--- config.mk ---
export PLATFORM = sky130hd
export DESIGN_NAME = multiply_divide_register_unit_flat
export DESIGN_NICKNAME = d
export VERILOG_FILES = /design/src/rtl/mdu_pkg.sv /design/src/rtl/mdu_if.sv /design/src/rtl/mdu_mul.sv /design/src/rtl/mdu_div.sv /design/src/rtl/multiply_divide_register_unit.sv /design/src/flat_wrapper.sv
export SDC_FILE = /design/constraint.sdc
export NUM_CORES = 1
export LEC_CHECK = 0
export BUFFER_PORTS_ARGS = -buffer_cell sky130_fd_sc_hd__buf_2
export CAP_MARGIN = 20
export CORE_AREA = 2 2 107 109
export CTS_CLUSTER_SIZE = 24
export DETAILED_ROUTE_END_ITERATION = 8
export DIE_AREA = 0 0 109 111
export HOLD_SLACK_MARGIN = 0.02
export PLACE_DENSITY = 0.77
export SLEW_MARGIN = 40
export SYNTH_ARGS = -nofsm -noshare
export SYNTH_HDL_FRONTEND = slang
export SYNTH_SLANG_ARGS = --single-unit
--- constraint.sdc ---
create_clock -name clock -period 6.25 [get_ports clock]
set_clock_uncertainty 0.2 [all_clocks]
set_input_delay 0.3125 -clock clock [delete_from_list [all_inputs] [get_ports clock]]
set_output_delay 0.3125 -clock clock [all_outputs]
set_load 0.1 [all_outputs]
--- src/rtl/mdu_pkg.sv ---
// Package for the multiply/divide register unit.
// Holds field widths, register offsets, the sequencer state type and unit status structs.
// No dependencies.
package mdu_pkg;

   localparam int BYTE_WIDTH   = 8;
   localparam int WORD_WIDTH   = 16;
   localparam int OFFSET_WIDTH = 5;
   localparam int MUL_STEPS    = 8;
   localparam int DIV_STEPS    = 16;
   localparam int MUL_CNT_WIDTH = $clog2(MUL_STEPS);
   localparam int DIV_CNT_WIDTH = $clog2(DIV_STEPS);

   // Register offsets from the block base
   localparam logic [OFFSET_WIDTH-1:0] OFS_MULTIPLICAND = 5'd2;
   localparam logic [OFFSET_WIDTH-1:0] OFS_MULTIPLIER   = 5'd3;
   localparam logic [OFFSET_WIDTH-1:0] OFS_DIVIDEND_LO  = 5'd4;
   localparam logic [OFFSET_WIDTH-1:0] OFS_DIVIDEND_HI  = 5'd5;
   localparam logic [OFFSET_WIDTH-1:0] OFS_DIVISOR      = 5'd6;
   localparam logic [OFFSET_WIDTH-1:0] OFS_QUOT_LO      = 5'd20;
   localparam logic [OFFSET_WIDTH-1:0] OFS_QUOT_HI      = 5'd21;
   localparam logic [OFFSET_WIDTH-1:0] OFS_PROD_LO      = 5'd22;
   localparam logic [OFFSET_WIDTH-1:0] OFS_PROD_HI      = 5'd23;

   // Bus access kinds
   localparam logic OP_READ  = 1'b0;
   localparam logic OP_WRITE = 1'b1;

   localparam logic [BYTE_WIDTH-1:0] BYTE_ONES = 8'hff;
   localparam logic [WORD_WIDTH-1:0] WORD_ONES = 16'hffff;

   typedef enum logic [1:0] {
      ST_IDLE,
      ST_MUL,
      ST_DIV
   } state_type;

   typedef struct packed {
      logic                  done;
      logic [WORD_WIDTH-1:0] product;
   } mul_status_type;

   typedef struct packed {
      logic                  done;
      logic [WORD_WIDTH-1:0] quotient;
      logic [BYTE_WIDTH-1:0] remainder;
   } div_status_type;

endpackage

--- src/rtl/mdu_if.sv ---
// Valid/ready channel interfaces for the request and response sides.
// Depends on mdu_pkg for field widths.
interface mdu_req_if;
   logic                                 valid;
   logic                                 ready;
   logic                                 operation;
   logic [mdu_pkg::OFFSET_WIDTH-1:0]     reg_offset;
   logic [mdu_pkg::BYTE_WIDTH-1:0]       write_data;
   logic [mdu_pkg::BYTE_WIDTH-1:0]       open_bus_value;

   modport source (output valid, output operation, output reg_offset,
                   output write_data, output open_bus_value, input ready);
   modport sink   (input valid, input operation, input reg_offset,
                   input write_data, input open_bus_value, output ready);
endinterface

interface mdu_rsp_if;
   logic                           valid;
   logic                           ready;
   logic [mdu_pkg::BYTE_WIDTH-1:0] read_data;

   modport source (output valid, output read_data, input ready);
   modport sink   (input valid, input read_data, output ready);
endinterface

--- src/rtl/mdu_mul.sv ---
// Bit-serial 8x8 unsigned multiplier, one multiplier bit per cycle (shift-add).
// Depends on mdu_pkg.
module mdu_mul (
   input  logic                               clock,
   input  logic                               reset,
   input  logic                               start,
   input  logic [mdu_pkg::BYTE_WIDTH-1:0]     multiplicand,
   input  logic [mdu_pkg::BYTE_WIDTH-1:0]     multiplier,
   output mdu_pkg::mul_status_type            status
);
   logic                                 busy_ff, busy_in;
   logic                                 done_ff, done_in;
   logic [mdu_pkg::MUL_CNT_WIDTH-1:0]    count_ff, count_in;
   logic [mdu_pkg::BYTE_WIDTH-1:0]       mcand_ff, mcand_in;
   // upper half: partial sum, lower half: remaining multiplier bits
   logic [mdu_pkg::WORD_WIDTH-1:0]       acc_ff, acc_in;
   logic [mdu_pkg::BYTE_WIDTH:0]         sum;
   logic                                 last;

   assign last = (count_ff == mdu_pkg::MUL_CNT_WIDTH'(mdu_pkg::MUL_STEPS - 1));

   always_comb begin
      busy_in  = busy_ff;
      count_in = count_ff;
      mcand_in = mcand_ff;
      acc_in   = acc_ff;
      done_in  = busy_ff && last;
      sum      = {1'b0, acc_ff[mdu_pkg::WORD_WIDTH-1:mdu_pkg::BYTE_WIDTH]}
               + (acc_ff[0] ? {1'b0, mcand_ff} : '0);
      if (start) begin
         busy_in  = 1'b1;
         count_in = '0;
         mcand_in = multiplicand;
         acc_in   = {{mdu_pkg::BYTE_WIDTH{1'b0}}, multiplier};
      end else if (busy_ff) begin
         acc_in   = {sum, acc_ff[mdu_pkg::BYTE_WIDTH-1:1]};
         count_in = count_ff + 1'b1;
         if (last) begin
            busy_in = 1'b0;
         end
      end
   end

   always_ff @(posedge clock) begin
      if (reset) begin
         busy_ff  <= 1'b0;
         done_ff  <= 1'b0;
         count_ff <= '0;
      end else begin
         busy_ff  <= busy_in;
         done_ff  <= done_in;
         count_ff <= count_in;
      end
      mcand_ff <= mcand_in;
      acc_ff   <= acc_in;
   end

   assign status.done    = done_ff;
   assign status.product = acc_ff;

endmodule

--- src/rtl/mdu_div.sv ---
// Bit-serial restoring divider, 16-bit dividend by 8-bit nonzero divisor,
// one quotient bit per cycle. Depends on mdu_pkg.
module mdu_div (
   input  logic                               clock,
   input  logic                               reset,
   input  logic                               start,
   input  logic [mdu_pkg::WORD_WIDTH-1:0]     dividend,
   input  logic [mdu_pkg::BYTE_WIDTH-1:0]     divisor,
   output mdu_pkg::div_status_type            status
);
   logic                                 busy_ff, busy_in;
   logic                                 done_ff, done_in;
   logic [mdu_pkg::DIV_CNT_WIDTH-1:0]    count_ff, count_in;
   logic [mdu_pkg::BYTE_WIDTH-1:0]       dvsr_ff, dvsr_in;
   logic [mdu_pkg::BYTE_WIDTH-1:0]       rem_ff, rem_in;
   // dividend bits shift out the top, quotient bits shift in the bottom
   logic [mdu_pkg::WORD_WIDTH-1:0]       quo_ff, quo_in;
   logic [mdu_pkg::BYTE_WIDTH:0]         shifted;
   logic [mdu_pkg::BYTE_WIDTH+1:0]       diff;
   logic                                 fits;
   logic                                 last;

   assign last    = (count_ff == mdu_pkg::DIV_CNT_WIDTH'(mdu_pkg::DIV_STEPS - 1));
   assign shifted = {rem_ff, quo_ff[mdu_pkg::WORD_WIDTH-1]};
   assign diff    = {1'b0, shifted} - {2'b00, dvsr_ff};
   assign fits    = !diff[mdu_pkg::BYTE_WIDTH+1];

   always_comb begin
      busy_in  = busy_ff;
      count_in = count_ff;
      dvsr_in  = dvsr_ff;
      rem_in   = rem_ff;
      quo_in   = quo_ff;
      done_in  = busy_ff && last;
      if (start) begin
         busy_in  = 1'b1;
         count_in = '0;
         dvsr_in  = divisor;
         rem_in   = '0;
         quo_in   = dividend;
      end else if (busy_ff) begin
         rem_in   = fits ? diff[mdu_pkg::BYTE_WIDTH-1:0] : shifted[mdu_pkg::BYTE_WIDTH-1:0];
         quo_in   = {quo_ff[mdu_pkg::WORD_WIDTH-2:0], fits};
         count_in = count_ff + 1'b1;
         if (last) begin
            busy_in = 1'b0;
         end
      end
   end

   always_ff @(posedge clock) begin
      if (reset) begin
         busy_ff  <= 1'b0;
         done_ff  <= 1'b0;
         count_ff <= '0;
      end else begin
         busy_ff  <= busy_in;
         done_ff  <= done_in;
         count_ff <= count_in;
      end
      dvsr_ff <= dvsr_in;
      rem_ff  <= rem_in;
      quo_ff  <= quo_in;
   end

   assign status.done      = done_ff;
   assign status.quotient  = quo_ff;
   assign status.remainder = rem_ff;

endmodule

--- src/rtl/multiply_divide_register_unit.sv ---
// Top level of the register-mapped multiply/divide unit.
// Depends on mdu_pkg, mdu_if (channels), mdu_mul and mdu_div.
//
// Usage:
//   req: one bus access per request (operation 0 read / 1 write, reg_offset,
//        write_data, open_bus_value). rsp: one byte per request, read_data,
//        zero for writes, open_bus_value for unmapped or write-only reads.
//   Writes: 2 multiplicand, 3 multiplier (starts multiply), 4/5 dividend
//   low/high, 6 divisor (starts divide). Reads: 20/21 quotient, 22/23
//   product or remainder.
//   The response is registered and appears in the cycle after the request is taken.
//   Reads and plain writes leave the block ready for the next request
//   unless the response stalls. A multiplier write holds off the next
//   request for the 8 shift-add steps in mdu_mul plus the result load; a
//   divisor write for the 16 restoring steps in mdu_div plus the load. A
//   zero divisor is resolved at once: quotient 0xFFFF, remainder the dividend.
//   Reset: multiplicand and dividend start as all ones, quotient and
//   product/remainder as zero; no response pending.
//   Stall: the response register holds while rsp.ready is low; a new
//   request is taken in the cycle the pending response drains.
module multiply_divide_register_unit (
   input  logic      clock,
   input  logic      reset,
   mdu_req_if.sink   req,
   mdu_rsp_if.source rsp
);
   mdu_pkg::state_type                state_ff, state_in;

   // architectural registers
   logic [mdu_pkg::BYTE_WIDTH-1:0]    multiplicand_ff, multiplicand_in;
   logic [mdu_pkg::WORD_WIDTH-1:0]    dividend_ff, dividend_in;
   logic [mdu_pkg::WORD_WIDTH-1:0]    quotient_ff, quotient_in;
   logic [mdu_pkg::WORD_WIDTH-1:0]    prodrem_ff, prodrem_in;

   // response register
   logic                              rsp_valid_ff, rsp_valid_in;
   logic [mdu_pkg::BYTE_WIDTH-1:0]    rsp_data_ff, rsp_data_in;

   logic                              accept;
   logic                              is_write;
   logic                              mul_start;
   logic                              div_start;
   mdu_pkg::mul_status_type           mul_sts;
   mdu_pkg::div_status_type           div_sts;

   // only take a request when no arithmetic is in flight and the
   // response slot is free or draining this cycle
   assign req.ready = (state_ff == mdu_pkg::ST_IDLE) && (!rsp_valid_ff || rsp.ready);
   assign accept    = req.valid && req.ready;
   assign is_write  = (req.operation == mdu_pkg::OP_WRITE);

   assign mul_start = accept && is_write && (req.reg_offset == mdu_pkg::OFS_MULTIPLIER);
   assign div_start = accept && is_write && (req.reg_offset == mdu_pkg::OFS_DIVISOR)
                      && (req.write_data != '0);

   mdu_mul u_mul (
      .clock        (clock),
      .reset        (reset),
      .start        (mul_start),
      .multiplicand (multiplicand_ff),
      .multiplier   (req.write_data),
      .status       (mul_sts)
   );

   mdu_div u_div (
      .clock    (clock),
      .reset    (reset),
      .start    (div_start),
      .dividend (dividend_ff),
      .divisor  (req.write_data),
      .status   (div_sts)
   );

   always_comb begin
      state_in        = state_ff;
      multiplicand_in = multiplicand_ff;
      dividend_in     = dividend_ff;
      quotient_in     = quotient_ff;
      prodrem_in      = prodrem_ff;
      rsp_valid_in    = rsp_valid_ff && !rsp.ready;
      rsp_data_in     = rsp_data_ff;

      if (accept) begin
         rsp_valid_in = 1'b1;
         if (is_write) begin
            rsp_data_in = '0;
            case (req.reg_offset)
               mdu_pkg::OFS_MULTIPLICAND: multiplicand_in = req.write_data;
               mdu_pkg::OFS_MULTIPLIER:   state_in = mdu_pkg::ST_MUL;
               mdu_pkg::OFS_DIVIDEND_LO:
                  dividend_in = {dividend_ff[mdu_pkg::WORD_WIDTH-1:mdu_pkg::BYTE_WIDTH],
                                 req.write_data};
               mdu_pkg::OFS_DIVIDEND_HI:
                  dividend_in = {req.write_data, dividend_ff[mdu_pkg::BYTE_WIDTH-1:0]};
               mdu_pkg::OFS_DIVISOR: begin
                  if (req.write_data == '0) begin
                     // divide by zero: all-ones quotient, dividend as remainder
                     quotient_in = mdu_pkg::WORD_ONES;
                     prodrem_in  = dividend_ff;
                  end else begin
                     state_in = mdu_pkg::ST_DIV;
                  end
               end
               default: ;
            endcase
         end else begin
            case (req.reg_offset)
               mdu_pkg::OFS_QUOT_LO: rsp_data_in = quotient_ff[mdu_pkg::BYTE_WIDTH-1:0];
               mdu_pkg::OFS_QUOT_HI:
                  rsp_data_in = quotient_ff[mdu_pkg::WORD_WIDTH-1:mdu_pkg::BYTE_WIDTH];
               mdu_pkg::OFS_PROD_LO: rsp_data_in = prodrem_ff[mdu_pkg::BYTE_WIDTH-1:0];
               mdu_pkg::OFS_PROD_HI:
                  rsp_data_in = prodrem_ff[mdu_pkg::WORD_WIDTH-1:mdu_pkg::BYTE_WIDTH];
               default:              rsp_data_in = req.open_bus_value;
            endcase
         end
      end

      case (state_ff)
         mdu_pkg::ST_MUL: begin
            if (mul_sts.done) begin
               prodrem_in = mul_sts.product;
               state_in   = mdu_pkg::ST_IDLE;
            end
         end
         mdu_pkg::ST_DIV: begin
            if (div_sts.done) begin
               quotient_in = div_sts.quotient;
               prodrem_in  = {{(mdu_pkg::WORD_WIDTH-mdu_pkg::BYTE_WIDTH){1'b0}},
                              div_sts.remainder};
               state_in    = mdu_pkg::ST_IDLE;
            end
         end
         default: ;
      endcase
   end

   always_ff @(posedge clock) begin
      if (reset) begin
         state_ff        <= mdu_pkg::ST_IDLE;
         multiplicand_ff <= mdu_pkg::BYTE_ONES;
         dividend_ff     <= mdu_pkg::WORD_ONES;
         quotient_ff     <= '0;
         prodrem_ff      <= '0;
         rsp_valid_ff    <= 1'b0;
      end else begin
         state_ff        <= state_in;
         multiplicand_ff <= multiplicand_in;
         dividend_ff     <= dividend_in;
         quotient_ff     <= quotient_in;
         prodrem_ff      <= prodrem_in;
         rsp_valid_ff    <= rsp_valid_in;
      end
      rsp_data_ff <= rsp_data_in;
   end

   assign rsp.valid     = rsp_valid_ff;
   assign rsp.read_data = rsp_data_ff;

`ifndef SYNTHESIS
   a_accept_idle: assert property (@(posedge clock) disable iff (reset)
      accept |-> (state_ff == mdu_pkg::ST_IDLE))
      else $error("request taken while arithmetic in flight");

   a_mul_done_state: assert property (@(posedge clock) disable iff (reset)
      mul_sts.done |-> (state_ff == mdu_pkg::ST_MUL))
      else $error("multiply finished outside multiply state");

   a_div_done_state: assert property (@(posedge clock) disable iff (reset)
      div_sts.done |-> (state_ff == mdu_pkg::ST_DIV))
      else $error("divide finished outside divide state");

   a_mul_start: assert property (@(posedge clock) disable iff (reset)
      mul_start |=> (state_ff == mdu_pkg::ST_MUL))
      else $error("multiplier write did not start a multiply");

   a_no_double_start: assert property (@(posedge clock) disable iff (reset)
      !(mul_start && div_start))
      else $error("multiply and divide started together");
`endif

endmodule

--- src/flat_wrapper.sv ---
// flat-port wrapper written by rule: the top's interface ports become plain ports
module multiply_divide_register_unit_flat 
  (clock, reset, req_valid, req_operation, req_reg_offset, req_write_data, req_open_bus_value, req_ready, rsp_valid, rsp_read_data, rsp_ready);
  mdu_req_if req_i ();
  mdu_rsp_if rsp_i ();
  input  logic clock;
  input  logic reset;
  input wire logic [$bits(req_i.valid)-1:0] req_valid;
  input wire logic [$bits(req_i.operation)-1:0] req_operation;
  input wire logic [$bits(req_i.reg_offset)-1:0] req_reg_offset;
  input wire logic [$bits(req_i.write_data)-1:0] req_write_data;
  input wire logic [$bits(req_i.open_bus_value)-1:0] req_open_bus_value;
  output wire logic [$bits(req_i.ready)-1:0] req_ready;
  output wire logic [$bits(rsp_i.valid)-1:0] rsp_valid;
  output wire logic [$bits(rsp_i.read_data)-1:0] rsp_read_data;
  input wire logic [$bits(rsp_i.ready)-1:0] rsp_ready;
  assign req_i.valid = req_valid;
  assign req_i.operation = req_operation;
  assign req_i.reg_offset = req_reg_offset;
  assign req_i.write_data = req_write_data;
  assign req_i.open_bus_value = req_open_bus_value;
  assign req_ready = req_i.ready;
  assign rsp_valid = rsp_i.valid;
  assign rsp_read_data = rsp_i.read_data;
  assign rsp_i.ready = rsp_ready;
  multiply_divide_register_unit u_core (.clock(clock), .reset(reset), .req(req_i), .rsp(rsp_i));
endmodule
# Yosys cells after proc, flatten, opt, wreduce, memory -nomap -nowiden
# Index checks and enable logic that the tools add are counted.
[totals] input_bits=26 regBits=134
[classes] n_bitwise=2 add_sub_neg=4 eq_ne=13 n_reduce_logical=23 muxes=35
[ops] cell="$mux 16" count=14
[ops] cell="$pmux 16 s2" count=2
[ops] cell="$mux 8" count=4
[ops] cell="$pmux 8 s4" count=1
[ops] cell="$eq 5x5->1 const B" count=4
[ops] cell="$eq 5x3->1 const B" count=3
[ops] cell="$eq 5x2->1 const B" count=2
[ops] cell="$mux 2" count=5
[ops] cell="$sub 9x8->10" count=1
[ops] cell="$add 8x8->9" count=1
[ops] cell="$logic_and 1x1->1" count=9
[ops] cell="$logic_not 8->1" count=1
[ops] cell="$pmux 2 s2" count=2
[ops] cell="$reduce_and 4->1" count=2
[ops] cell="$reduce_bool 8->1" count=1
[ops] cell="$mux 1" count=7
[ops] cell="$add 4x1->4 const B" count=1
[ops] cell="$eq 4x4->1 const B" count=1
[ops] cell="$reduce_bool 2->1" count=2
[ops] cell="$reduce_or 2->1" count=2
[ops] cell="$add 3x1->3 const B" count=1
[ops] cell="$eq 3x3->1 const B" count=1
[ops] cell="$logic_not 1->1" count=3
[ops] cell="$reduce_and 3->1" count=1
[ops] cell="other kinds (5)" count=6

# Longest topological paths before layout
# Gate-level depths: netlist of the first run.
[logic_depth] depth_word=8 ltp_mapped=9 depth_no_buf=9

# Cells and area by module
# From an unflattened synthesis of the first run, not the netlist that was laid out.
[hier_totals] hier_cells=628 area_unflattened_um2=6582.6
[by_module_without_submodules] module="multiply_divide_register_unit" seq_area_each_um2=1421.4 cells_per_inst=348 area_per_inst_um2=3224.3 n_inst=1
[by_module_without_submodules] module="mdu_div" seq_area_each_um2=1001.0 cells_per_inst=161 area_per_inst_um2=1898.1 n_inst=1
[by_module_without_submodules] module="mdu_mul" seq_area_each_um2=740.7 cells_per_inst=119 area_per_inst_um2=1460.2 n_inst=1

# Least setup slack after synthesis of the first run
# Ideal clock, no wire load.
[synth_timing] path_kind="register to register" startpoint="register u_core.rsp_valid_ff (netlist: u_core.rsp.valid)" endpoint="register u_core.u_div.quo_ff[0] (netlist name), enable pin" stages_incl_launch_ff=7 t_required_ps=5688 t_arrival_ps=2191 path_buffers=2 slack_ps=3497 synth_period_minus_slack_ps=2753 setup_time_ps=362 path_cell_list="dfxtp_1 > nor2b_4 > nor4_4 > nand3_1 > clkbuf_1 > buf_2 > nand2_1"
[synth_between] elab_chain_len=8
[synth_rtl] item="start, declared" line="multiply_divide_register_unit.sv:36" source="logic rsp_valid_ff, rsp_valid_in;"
[synth_rtl] item="start signal, assigned" line="multiply_divide_register_unit.sv:152" source="rsp_valid_ff <= rsp_valid_in;"
[synth_rtl] item="$logic_not 1->1" line="multiply_divide_register_unit.sv:48" source="assign req.ready = (state_ff == mdu_pkg::ST_IDLE) && (!rsp_valid_ff || rsp.ready);"
[synth_rtl] item="$logic_or 1x1->1" line="multiply_divide_register_unit.sv:48"
[synth_rtl] item="$logic_and 1x1->1" line="multiply_divide_register_unit.sv:48"
[synth_rtl] item="$logic_and 1x1->1" line="multiply_divide_register_unit.sv:49" source="assign accept = req.valid && req.ready;"
[synth_rtl] item="$logic_and 1x1->1 (2 in a row)" line="multiply_divide_register_unit.sv:53" source="assign div_start = accept && is_write && (req.reg_offset == mdu_pkg::OFS_DIVISOR)"
[synth_rtl] item="$logic_and 1x1->1" line="multiply_divide_register_unit.sv:54" source="&& (req.write_data != '0);"
[synth_rtl] item="$reduce_bool 2->1 (no source line)"
[synth_rtl] item="end signal, assigned" line="mdu_div.sv:63" source="quo_ff <= quo_in;"
[synth_rtl] item="end, declared" line="mdu_div.sv:17" source="logic [mdu_pkg::WORD_WIDTH-1:0] quo_ff, quo_in;"
# Every way passes these cells.
# A chain may end at the register's enable or synchronous reset.

# Worst setup path in the final report of the first run
[layout_timing] startpoint="register u_core.state_ff[0]" endpoint="register u_core.prodrem_ff[9] (netlist name)"
[layout_between] elab_chain_len=6 elab_cells_between_ends=9
[layout_rtl] item="start, declared" line="multiply_divide_register_unit.sv:27" source="mdu_pkg::state_type state_ff, state_in;"
[layout_rtl] item="start signal, assigned" line="multiply_divide_register_unit.sv:140" source="state_ff <= mdu_pkg::ST_IDLE;"
[layout_rtl] item="start signal, assigned" line="multiply_divide_register_unit.sv:147" source="state_ff <= state_in;"
[layout_rtl] item="$logic_not 2->1" line="multiply_divide_register_unit.sv:48"
[layout_rtl] item="$logic_and 1x1->1" line="multiply_divide_register_unit.sv:48"
[layout_rtl] item="$logic_and 1x1->1" line="multiply_divide_register_unit.sv:49"
[layout_rtl] item="$mux 16" line="multiply_divide_register_unit.sv:83" source="if (accept) begin"
[layout_rtl] item="$mux 16 (on tied branches)" line="multiply_divide_register_unit.sv:127, multiply_divide_register_unit.sv:121"
[layout_rtl] item="$pmux 16 s2 (*)" line="multiply_divide_register_unit.sv:119" source="case (state_ff)"
[layout_rtl] item="end signal, assigned" line="multiply_divide_register_unit.sv:151" source="prodrem_ff <= prodrem_in;"
[layout_rtl] item="end, declared" line="multiply_divide_register_unit.sv:33" source="logic [mdu_pkg::WORD_WIDTH-1:0] prodrem_ff, prodrem_in;"
# Mark *: on every way between the ends. The rest lies on a longest branch, timed or not.

==> results.py, run 1 <==
metrics = {
    "outcome": {
        "status": "finished, final reports clean",
    },
    "power": {
        "power.static_leakage_nw": 2.74,
        "pwr_density_cell_mw_per_mm2": 320,
        "vdd.ir_drop.worst_v": 0.000224,
    },
    "floorplanning": {
        "core_area_mm2": 0.0111,
        "initial_cell_density_of_the_core_pct": 57.6,
        "floorplan.die_area_mm2": 0.0121,
        "fp.dieH_um": 111,
        "floorplan.rows": 39,
        "floorplan.die.width_um": 109,
        "boundaryPins": 36,
    },
    "synth": {
        "ys.flop_type": "sky130_fd_sc_hd__dfxtp_1",
        "post_synth_most_frequent_cells": "sky130_fd_sc_hd__nand2_1, sky130_fd_sc_hd__dfxtp_1, sky130_fd_sc_hd__edfxtp_1, sky130_fd_sc_hd__nor2_1, sky130_fd_sc_hd__nor3_1",
        "yosys.cell_count.top_type": "sky130_fd_sc_hd__nand2_1",
        "async_flop_share_pct": 0,
        "synth.avg_cell_area_um2": 9.95,
        "netlist.area_leader.share_pct": 27.0,
        "number_of_enable_flip_flop_cells_after_synthesis": 48,
        "warnings_synthesis": 0,
        "synth_cell_type_count": 62,
        "mappedNetlistNets": 691,
        "cell_area_after_synthesis_mm2": 0.00638,
        "yosysSeqAreaShare_pct": 49.6,
        "post_synth_inst_count": 641,
        "synth-seq-cells": 134,
        "synth_largest_area_cell": "sky130_fd_sc_hd__dfxtp_1",
        "top_post_synthesis_cells_by_area": "sky130_fd_sc_hd__dfxtp_1, sky130_fd_sc_hd__edfxtp_1, sky130_fd_sc_hd__nand2_1",
    },
    "flow_run": {
        "maxCapViolations": 0,
    },
    "route": {
        "detail_route.wirelength_um": 15100,
        "drt_pre_antenna_iters": 5,
        "final_antenna_net_count": 0,
        "via_per_inst": 6.02,
        "drt_first_iter_violations": 333,
        "drt_drc_violations_left": 0,
        "num_vias": 4957,
        "detail_route.wl_per_cell_um": 18.4,
    },
    "clock_tree": {
        "cts_tree": "done",
        "cts.htree.levels": 4,
        "cts.repair_timing.setup_buffer_count": 0,
        "ctsResizeCount": 0,
        "clk_path_buf_depth": 2,
        "clk_pin_slew_ps": 50,
        "worstSkewPairLatency_ps": 410,
        "cts_inserted_buffers": 17,
        "cts_root_buffer": "sky130_fd_sc_hd__clkbuf_16",
        "cts_sinks": 134,
    },
    "setup_path": {
        "crit_path_cell_trace": "inv_1 -> ha_1 -> nand2_1 -> nor4_4 -> and4_1 -> buf_4 -> mux2i_1 -> o21ai_0",
        "reg2reg_to": "u_core.prodrem_ff[9]$_SDFF_PP0_",
        "worst_setup_path_start_kind": "register",
        "worst_r2r_startpoint": "u_core.state_ff[0]$_SDFF_PP0_",
        "worst_setup_path_endpoint": "u_core.prodrem_ff[9]$_SDFF_PP0_",
        "crit_path_max_incr_delay_ps": 680,
        "critPathTopFamily": "simple AND/OR/NAND/NOR gates",
        "setup.worst_path.start": "u_core.state_ff[0]$_SDFF_PP0_",
        "critical_path_class": "register to register",
        "path_max_fanout": 24,
        "ff2ff_setup_slack_ps": 3180,
        "critical_path.n_buffers_inverters": 2,
        "cp.required_ps": 6320,
        "endpoint_class_of_the_critical_path": "register",
        "worst_ep_arrival_time_ps": 3150,
        "crit_slowest_cell": "sky130_fd_sc_hd__and4_1",
        "cp_num_cells": 8,
        "worstRegToRegCells": 8,
    },
    "timing": {
        "slew_headroom_pct": 52.4,
        "final.period_utilization_pct": 49.2,
        "timing.final.hold_violations": 0,
        "finalCriticalPeriod_ps": 3070,
        "worst_slew_pin_slew_ps": 712,
        "setup_violations": 0,
        "max_freq_mhz": 325,
        "rsz0062_at_grt": "false",
        "timing.setup.tns_ps": 0,
        "timing_max_transition_violations_final": 0,
    },
    "place": {
        "number_of_port_buffers": 35,
        "placed_cell_areas_mm2": 0.00654,
        "finalWeightedCongestion": 0.943,
        "post-dp-hpwl_um": 10600,
    },
    "global_route": {
        "first_global_vias": 4855,
        "antenna_found_initial": 0,
        "grt.total_usage_pct": 26.3,
        "grt_max_degree": 55,
        "global_route_wire_length_before_repair_um": 24500,
        "gr-total-overflow": 0,
    },
    "cells_and_area": {
        "area_growth_syn_to_layout_pct": 12.9,
        "n_antenna_cell": 0,
        "drive_gt1_share_pct": 12.6,
        "net_count_final": 718,
        "design_area_mm2": 0.00720,
    },
    "worst_hold_path": {
        "hold_path.class": "input pin to register",
    },
}
-- state kept, by name, summed over array words and instances, names as in the netlist --
| register | flops |
|---|---|
| u_core.dividend_ff | 16 |
| u_core.prodrem_ff | 16 |
| u_core.quotient_ff | 16 |
| u_core.u_div.quo_ff | 16 |
| u_core.u_mul.acc_ff | 16 |
| u_core.multiplicand_ff | 8 |
| u_core.rsp.read_data | 8 |
| u_core.u_div.dvsr_ff | 8 |
| u_core.u_div.rem_ff | 8 |
| u_core.u_mul.mcand_ff | 8 |
| u_core.u_div.count_ff | 4 |
| u_core.u_mul.count_ff | 3 |
| u_core.state_ff | 2 |
| u_core.rsp.valid | 1 |
| u_core.u_div.busy_ff | 1 |
| u_core.u_div.done_ff | 1 |
| u_core.u_mul.busy_ff | 1 |
| u_core.u_mul.done_ff | 1 |
-- cell families after synthesis --
group           Yosys count  synth area share [%]
mux                      32                  6.59
xor+xnor                  7                 0.961
buf+inv                  65                  5.02
fa+ha+maj                24                  4.94
flops                   134                  49.6
simple gates            248                  19.0
compound gates          131                  13.9
-- repair_timing --
action / 4_1_cts / 5_1_grt
endpoints found under the setup margin: 0 / 0
hold endpoints to repair: 24 / 0
hold buffers: 8 / 0
-- cell usage in the layout, fill, tap and decap left out, types with 3 or more instances in the layout --
master / Yosys / layout
sky130_fd_sc_hd__buf_2: 6 / 34
sky130_fd_sc_hd__nor2b_1: 19 / 19
sky130_fd_sc_hd__edfxtp_1: 48 / 48
sky130_fd_sc_hd__ha_1: 22 / 22
sky130_fd_sc_hd__buf_4: 3 / 4
sky130_fd_sc_hd__xnor2_1: 4 / 4
sky130_fd_sc_hd__nand3_1: 6 / 6
sky130_fd_sc_hd__nor3_1: 44 / 44
sky130_fd_sc_hd__o21ai_1: 6 / 6
sky130_fd_sc_hd__xor2_1: 3 / 3
sky130_fd_sc_hd__nand2b_1: 9 / 9
sky130_fd_sc_hd__o22ai_1: 8 / 8
sky130_fd_sc_hd__inv_1: 26 / 25
sky130_fd_sc_hd__mux2i_1: 24 / 24
sky130_fd_sc_hd__mux4_2: 8 / 8
sky130_fd_sc_hd__dlygate4sd3_1: 0 / 8
sky130_fd_sc_hd__a22oi_1: 8 / 8
sky130_fd_sc_hd__dfxtp_1: 86 / 85
sky130_fd_sc_hd__o21ai_0: 26 / 26
sky130_fd_sc_hd__o211ai_1: 4 / 4
sky130_fd_sc_hd__a211o_1: 26 / 26
sky130_fd_sc_hd__clkbuf_8: 0 / 3
sky130_fd_sc_hd__nand2_1: 92 / 92
sky130_fd_sc_hd__a31oi_1: 6 / 6
sky130_fd_sc_hd__nor2_1: 48 / 47
sky130_fd_sc_hd__and2_1: 11 / 10
sky130_fd_sc_hd__clkbuf_1: 21 / 4
sky130_fd_sc_hd__clkbuf_16: 0 / 17
sky130_fd_sc_hd__a21oi_1: 25 / 25
sky130_fd_sc_hd__a211oi_1: 3 / 3
-- layer usage --
| metal | part of all wire (%) | vias up | global-route usage [%] |
|---|---|---|---|
| met5 | 0 | - | 0 |
| met4 | 2.3 | 0 | 8.72 |
| met3 | 6.4 | 26 | 6.76 |
| met2 | 48 | 206 | 41.6 |
| met1 | 44 | 2377 | 35.2 |
| li1 | - | 2348 | - |
-- metrics by stage --
stage / cells / total power, W / util [%] / worst slack [ps] / hold WS (ps)
floorplan: 641 / 0.00127 / - / 3500 / 201
global placement: 784 / 0.00133 / 59.0 / 3320 / 210
detailed placement: 784 / 0.00135 / 59.0 / 3340 / 222
CTS: 824 / 0.00231 / 65.0 / 3290 / 27.1
global route: 824 / 0.00239 / 65.0 / 3070 / 69.4
finish: 824 / 0.00231 / 65.0 / 3180 / 38.7
-- power by group --
group / switching (W) / internal [W]
registers: 0.0000454 / 0.000948
clock network: 0.000351 / 0.000617
logic: 0.000210 / 0.000136
-- final cells by class --
cell class              count  area, um^2
well taps                 143         179
clock buffers              24         482
repair buffers             46         280
clock inverters             8        97.6
flip-flops and latches    134        3160
fillers                   837        3870
inverters                  27         101
multi-input cells         442        2900
-- worst reg2reg max path, stage by stage, from the launching register on --
cell                      delay, ps
sky130_fd_sc_hd__dfxtp_1        330
sky130_fd_sc_hd__inv_1          100
sky130_fd_sc_hd__ha_1           220
sky130_fd_sc_hd__nand2_1        140
sky130_fd_sc_hd__nor4_4         510
sky130_fd_sc_hd__and4_1         680
sky130_fd_sc_hd__buf_4          430
sky130_fd_sc_hd__mux2i_1        250
sky130_fd_sc_hd__o21ai_0        100
-- worst min path at each step --
stage | start | endpoint | slack, ps | cells past startpoint
2_1_floorplan | u_core.multiplicand_ff[0]$_SDFFE_PP1P_ | u_core.u_mul.mcand_ff[0]$_DFFE_PP_ | 200 | 0
3_3_place_gp | u_core.multiplicand_ff[7]$_SDFFE_PP1P_ | u_core.u_mul.mcand_ff[7]$_DFFE_PP_ | 210 | 0
3_5_place_dp | u_core.multiplicand_ff[2]$_SDFFE_PP1P_ | u_core.u_mul.mcand_ff[2]$_DFFE_PP_ | 220 | 0
4_1_cts | rsp_ready | u_core.rsp.valid$_SDFF_PP0_ | 30 | 3
5_1_grt | rsp_ready | u_core.rsp.valid$_SDFF_PP0_ | 70 | 3
6_report | rsp_ready | u_core.rsp.valid$_SDFF_PP0_ | 40 | 3
Power figures use the tool's default switching activity.
==> run 2, diff against run 1 <==
--- a/config.mk
+++ b/config.mk
@@ -5,14 +5,15 @@
 export SDC_FILE = /design/constraint.sdc
 export NUM_CORES = 1
 export LEC_CHECK = 0
+export ABC_AREA = 1
 export BUFFER_PORTS_ARGS = -buffer_cell sky130_fd_sc_hd__buf_2
 export CAP_MARGIN = 20
-export CORE_AREA = 2 2 107 109
+export CORE_AREA = 2 2 112 114
 export CTS_CLUSTER_SIZE = 24
 export DETAILED_ROUTE_END_ITERATION = 8
-export DIE_AREA = 0 0 109 111
+export DIE_AREA = 0 0 114 116
 export HOLD_SLACK_MARGIN = 0.02
-export PLACE_DENSITY = 0.77
+export PLACE_DENSITY = 0.75
 export SLEW_MARGIN = 40
 export SYNTH_ARGS = -nofsm -noshare
 export SYNTH_HDL_FRONTEND = slang
==> constraint.sdc (replaced) <==
create_clock -name clock -period 2.5 [get_ports clock]
set_clock_uncertainty 0.2 [all_clocks]
set_input_delay 0.125 -clock clock [delete_from_list [all_inputs] [get_ports clock]]
set_output_delay 0.125 -clock clock [all_outputs]
set_load 0.1 [all_outputs]
==> results.py, run 2 <==
metrics = {
    "route": {
        "final_antenna_net_count": 0,
        "via_per_inst": 5.43,
        "detail_route.wirelength_um": 16600,
        "drt_pre_antenna_iters": 5,
        "drt_first_iter_violations": 541,
        "detail_route.wl_per_cell_um": 16.1,
        "num_vias": 5606,
        "drt_drc_violations_left": 0,
    },
    "floorplanning": {
        "core_area_mm2": 0.0119,
        "floorplan.rows": 40,
        "floorplan.die.width_um": 114,
        "boundaryPins": 36,
        "floorplan.die_area_mm2": 0.0132,
        "initial_cell_density_of_the_core_pct": 54.5,
        "fp.dieH_um": 116,
    },
    "cells_and_area": {
        "multi_input_comb_area_mm2": 0.00274,
        "net_count_final": 923,
        "layout_commonest_cell": "sky130_fd_sc_hd__nand2_1",
        "drive_gt1_share_pct": 10.8,
        "commonest_cells_after_routing_fill_and_taps_aside": "sky130_fd_sc_hd__nand2_1, sky130_fd_sc_hd__inv_1, sky130_fd_sc_hd__dfxtp_1",
        "n_antenna_cell": 0,
        "area_growth_syn_to_layout_pct": 17.9,
        "filler_instances": 1012,
        "design_area_mm2": 0.00765,
        "seqCellArea_mm2": 0.00316,
        "stdcell_count": 1033,
    },
    "timing": {
        "timing.final.hold_violations": 0,
        "setup_violations": 0,
        "finalCriticalPeriod_ps": 2350,
        "worst_slew_pin_slew_ps": 649,
        "rsz0062_at_grt": "false",
        "slew_headroom_pct": 56.6,
        "final.period_utilization_pct": 94.1,
        "timing.setup.tns_ps": 0,
        "timing_max_transition_violations_final": 0,
        "max_freq_mhz": 425,
    },
    "outcome": {
        "status": "finished, final reports clean",
    },
    "power": {
        "pwr_density_cell_mw_per_mm2": 699,
        "pwr-share-clk_pct": 44.1,
        "p_sw_share_pct": 24.6,
        "power.static_leakage_nw": 3.56,
        "share_comb_of_total_power_pct": 11.3,
        "total_switching_power_w": 0.00131,
        "vdd.ir_drop.worst_v": 0.000481,
        "share_seq_of_total_power_pct": 44.7,
        "p_int_w": 0.00403,
    },
    "setup_path": {
        "critical_path_class": "input pin to register",
        "ff2ff_setup_slack_ps": 270,
        "worst_setup_path_start_kind": "input pin",
        "worst_ep_arrival_time_ps": 2270,
        "worst_r2r_startpoint": "u_core.state_ff[1]$_SDFF_PP0_",
        "path_max_fanout": 9,
        "endpoint_class_of_the_critical_path": "register",
        "cp.required_ps": 2420,
        "worstRegToRegCells": 9,
        "reg2reg_to": "u_core.u_div.quo_ff[12]$_DFFE_PP_",
    },
    "clock_tree": {
        "cts_sinks": 134,
        "clk_pin_slew_ps": 50,
        "cts_root_buffer": "sky130_fd_sc_hd__clkbuf_16",
        "clk_path_buf_depth": 2,
        "worstSkewPairLatency_ps": 420,
        "cts_tree": "done",
        "cts_inserted_buffers": 17,
        "cts.htree.levels": 4,
    },
    "global_route": {
        "grt.total_usage_pct": 26.4,
        "grt_max_degree": 38,
        "global_route_wire_length_before_repair_um": 26500,
        "gr-total-overflow": 0,
        "antenna_found_initial": 0,
        "first_global_vias": 5238,
    },
    "synth": {
        "synth.avg_cell_area_um2": 8.06,
        "synth-seq-cells": 134,
        "synth_cell_type_count": 38,
        "cell_area_after_synthesis_mm2": 0.00649,
        "yosys.cell_count.top_type": "sky130_fd_sc_hd__nand2_1",
        "post_synth_inst_count": 805,
        "yosysSeqAreaShare_pct": 48.7,
        "top_post_synthesis_cells_by_area": "sky130_fd_sc_hd__dfxtp_1, sky130_fd_sc_hd__edfxtp_1, sky130_fd_sc_hd__nand2_1",
        "ys.flop_type": "sky130_fd_sc_hd__dfxtp_1",
        "netlist.area_leader.share_pct": 26.5,
        "number_of_enable_flip_flop_cells_after_synthesis": 48,
        "warnings_synthesis": 0,
        "post_synth_most_frequent_cells": "sky130_fd_sc_hd__nand2_1, sky130_fd_sc_hd__inv_1, sky130_fd_sc_hd__dfxtp_1, sky130_fd_sc_hd__o21ai_0, sky130_fd_sc_hd__nor2_1",
        "async_flop_share_pct": 0,
        "mappedNetlistNets": 855,
        "synth_largest_area_cell": "sky130_fd_sc_hd__dfxtp_1",
    },
    "worst_hold_path": {
        "holdPathEnd": "u_core.rsp.read_data[2]$_SDFFCE_PP0P_",
        "min_path_cells": 4,
        "hp-start": "req_operation",
        "hold_path.class": "input pin to register",
    },
    "place": {
        "placed_cell_areas_mm2": 0.00678,
        "finalWeightedCongestion": 0.884,
        "dp_cells": 973,
        "number_of_port_buffers": 35,
        "post-dp-hpwl_um": 11900,
    },
    "flow_run": {
        "maxCapViolations": 0,
    },
}
==> run 2: timing repair <==
item	in CTS	in global routing
endpoints found under the setup margin	0	13
resized for setup	0	5
endpoints found under the hold margin	61	0
setup buffers	0	1
hold buffers	27	0
==> run 2: critical path: stages <==
cell and delay, ps:
sky130_fd_sc_hd__dlygate4sd3_1 540, sky130_fd_sc_hd__buf_2 140, sky130_fd_sc_hd__nor2_1 90, sky130_fd_sc_hd__dlygate4sd3_1 590
sky130_fd_sc_hd__nand3_2 100, sky130_fd_sc_hd__nor2_4 160, sky130_fd_sc_hd__buf_12 140, sky130_fd_sc_hd__nor2_1 40
sky130_fd_sc_hd__buf_4 170, sky130_fd_sc_hd__clkinvlp_4 170
==> run 2: cell type report <==
type                       count  share of cell area, %
clock inverter                 3                  0.524
timing repair buffer          73                   7.07
tap                          147                   2.41
clock buffer                  29                   6.81
multi-input combinational    527                   35.9
sequential                   134                   41.4
inverter                     120                   5.94
==> run 2: how the worst max path moves through the flow <==
| stage | from | end | slack, ps | depth (start not counted) |
|---|---|---|---|---|
| floorplan | u_core.rsp.valid$_SDFF_PP0_ | req_ready | 220 | 3 |
| global placement | u_core.u_div.rem_ff[4]$_SDFFE_PP0P_ | u_core.u_div.rem_ff[5]$_SDFFE_PP0P_ | 400 | 8 |
| detailed placement | u_core.state_ff[1]$_SDFF_PP0_ | u_core.u_div.quo_ff[12]$_DFFE_PP_ | 350 | 9 |
| CTS | req_reg_offset[2] | u_core.rsp.read_data[0]$_SDFFCE_PP0P_ | 20 | 10 |
| global route | req_reg_offset[2] | u_core.rsp.read_data[7]$_SDFFCE_PP0P_ | 60 | 10 |
| finish | req_reg_offset[2] | u_core.u_mul.acc_ff[5]$_DFFE_PP_ | 150 | 10 |
==> run 2: kinds of logic after synthesis <==
group	Yosys count	share of synthesized area [%]
buffers and inverters	144	9.16
xor gates and xnor gates	10	1.35
and+or+nand+nor	328	21.4
AOI/OAI and AO/OA	165	14.5
adders and majority gates	24	4.86
DFF	134	48.7
==> run 2: stage by stage <==
| stage | utilization [%] | hold slack (ps) | total power (W) | worst slack, ps |
|---|---|---|---|---|
| 3_3_place_gp | 56.9 | 168 | 0.00298 | 400 |
| 5_1_grt | 64.2 | 42.8 | 0.00555 | 57.6 |
| 4_1_cts | 63.9 | 21.4 | 0.00536 | 22.4 |
| 3_5_place_dp | 56.9 | 165 | 0.00299 | 348 |
| 6_report | 64.2 | 34.8 | 0.00535 | 147 |
| 2_1_floorplan | - | 23.9 | 0.00284 | 220 |
==> run 2: power groups by stage <==
stage / clock network [W] / logic, W / registers, W
after global routing: 0.00249 / 0.000669 / 0.00240
final: 0.00236 / 0.000602 / 0.00239
after floorplan: 0 / 0.000351 / 0.00249
after CTS: 0.00238 / 0.000595 / 0.00239
after global placement: 0 / 0.000547 / 0.00243
after detailed placement: 0 / 0.000558 / 0.00243
==> run 2: metal layers <==
layer  GRT usage [%]  routed length [um]
met4            9.59                 245
met3            7.64                1400
met1            33.6                7210
met2            43.3                7730
met5               0                   0
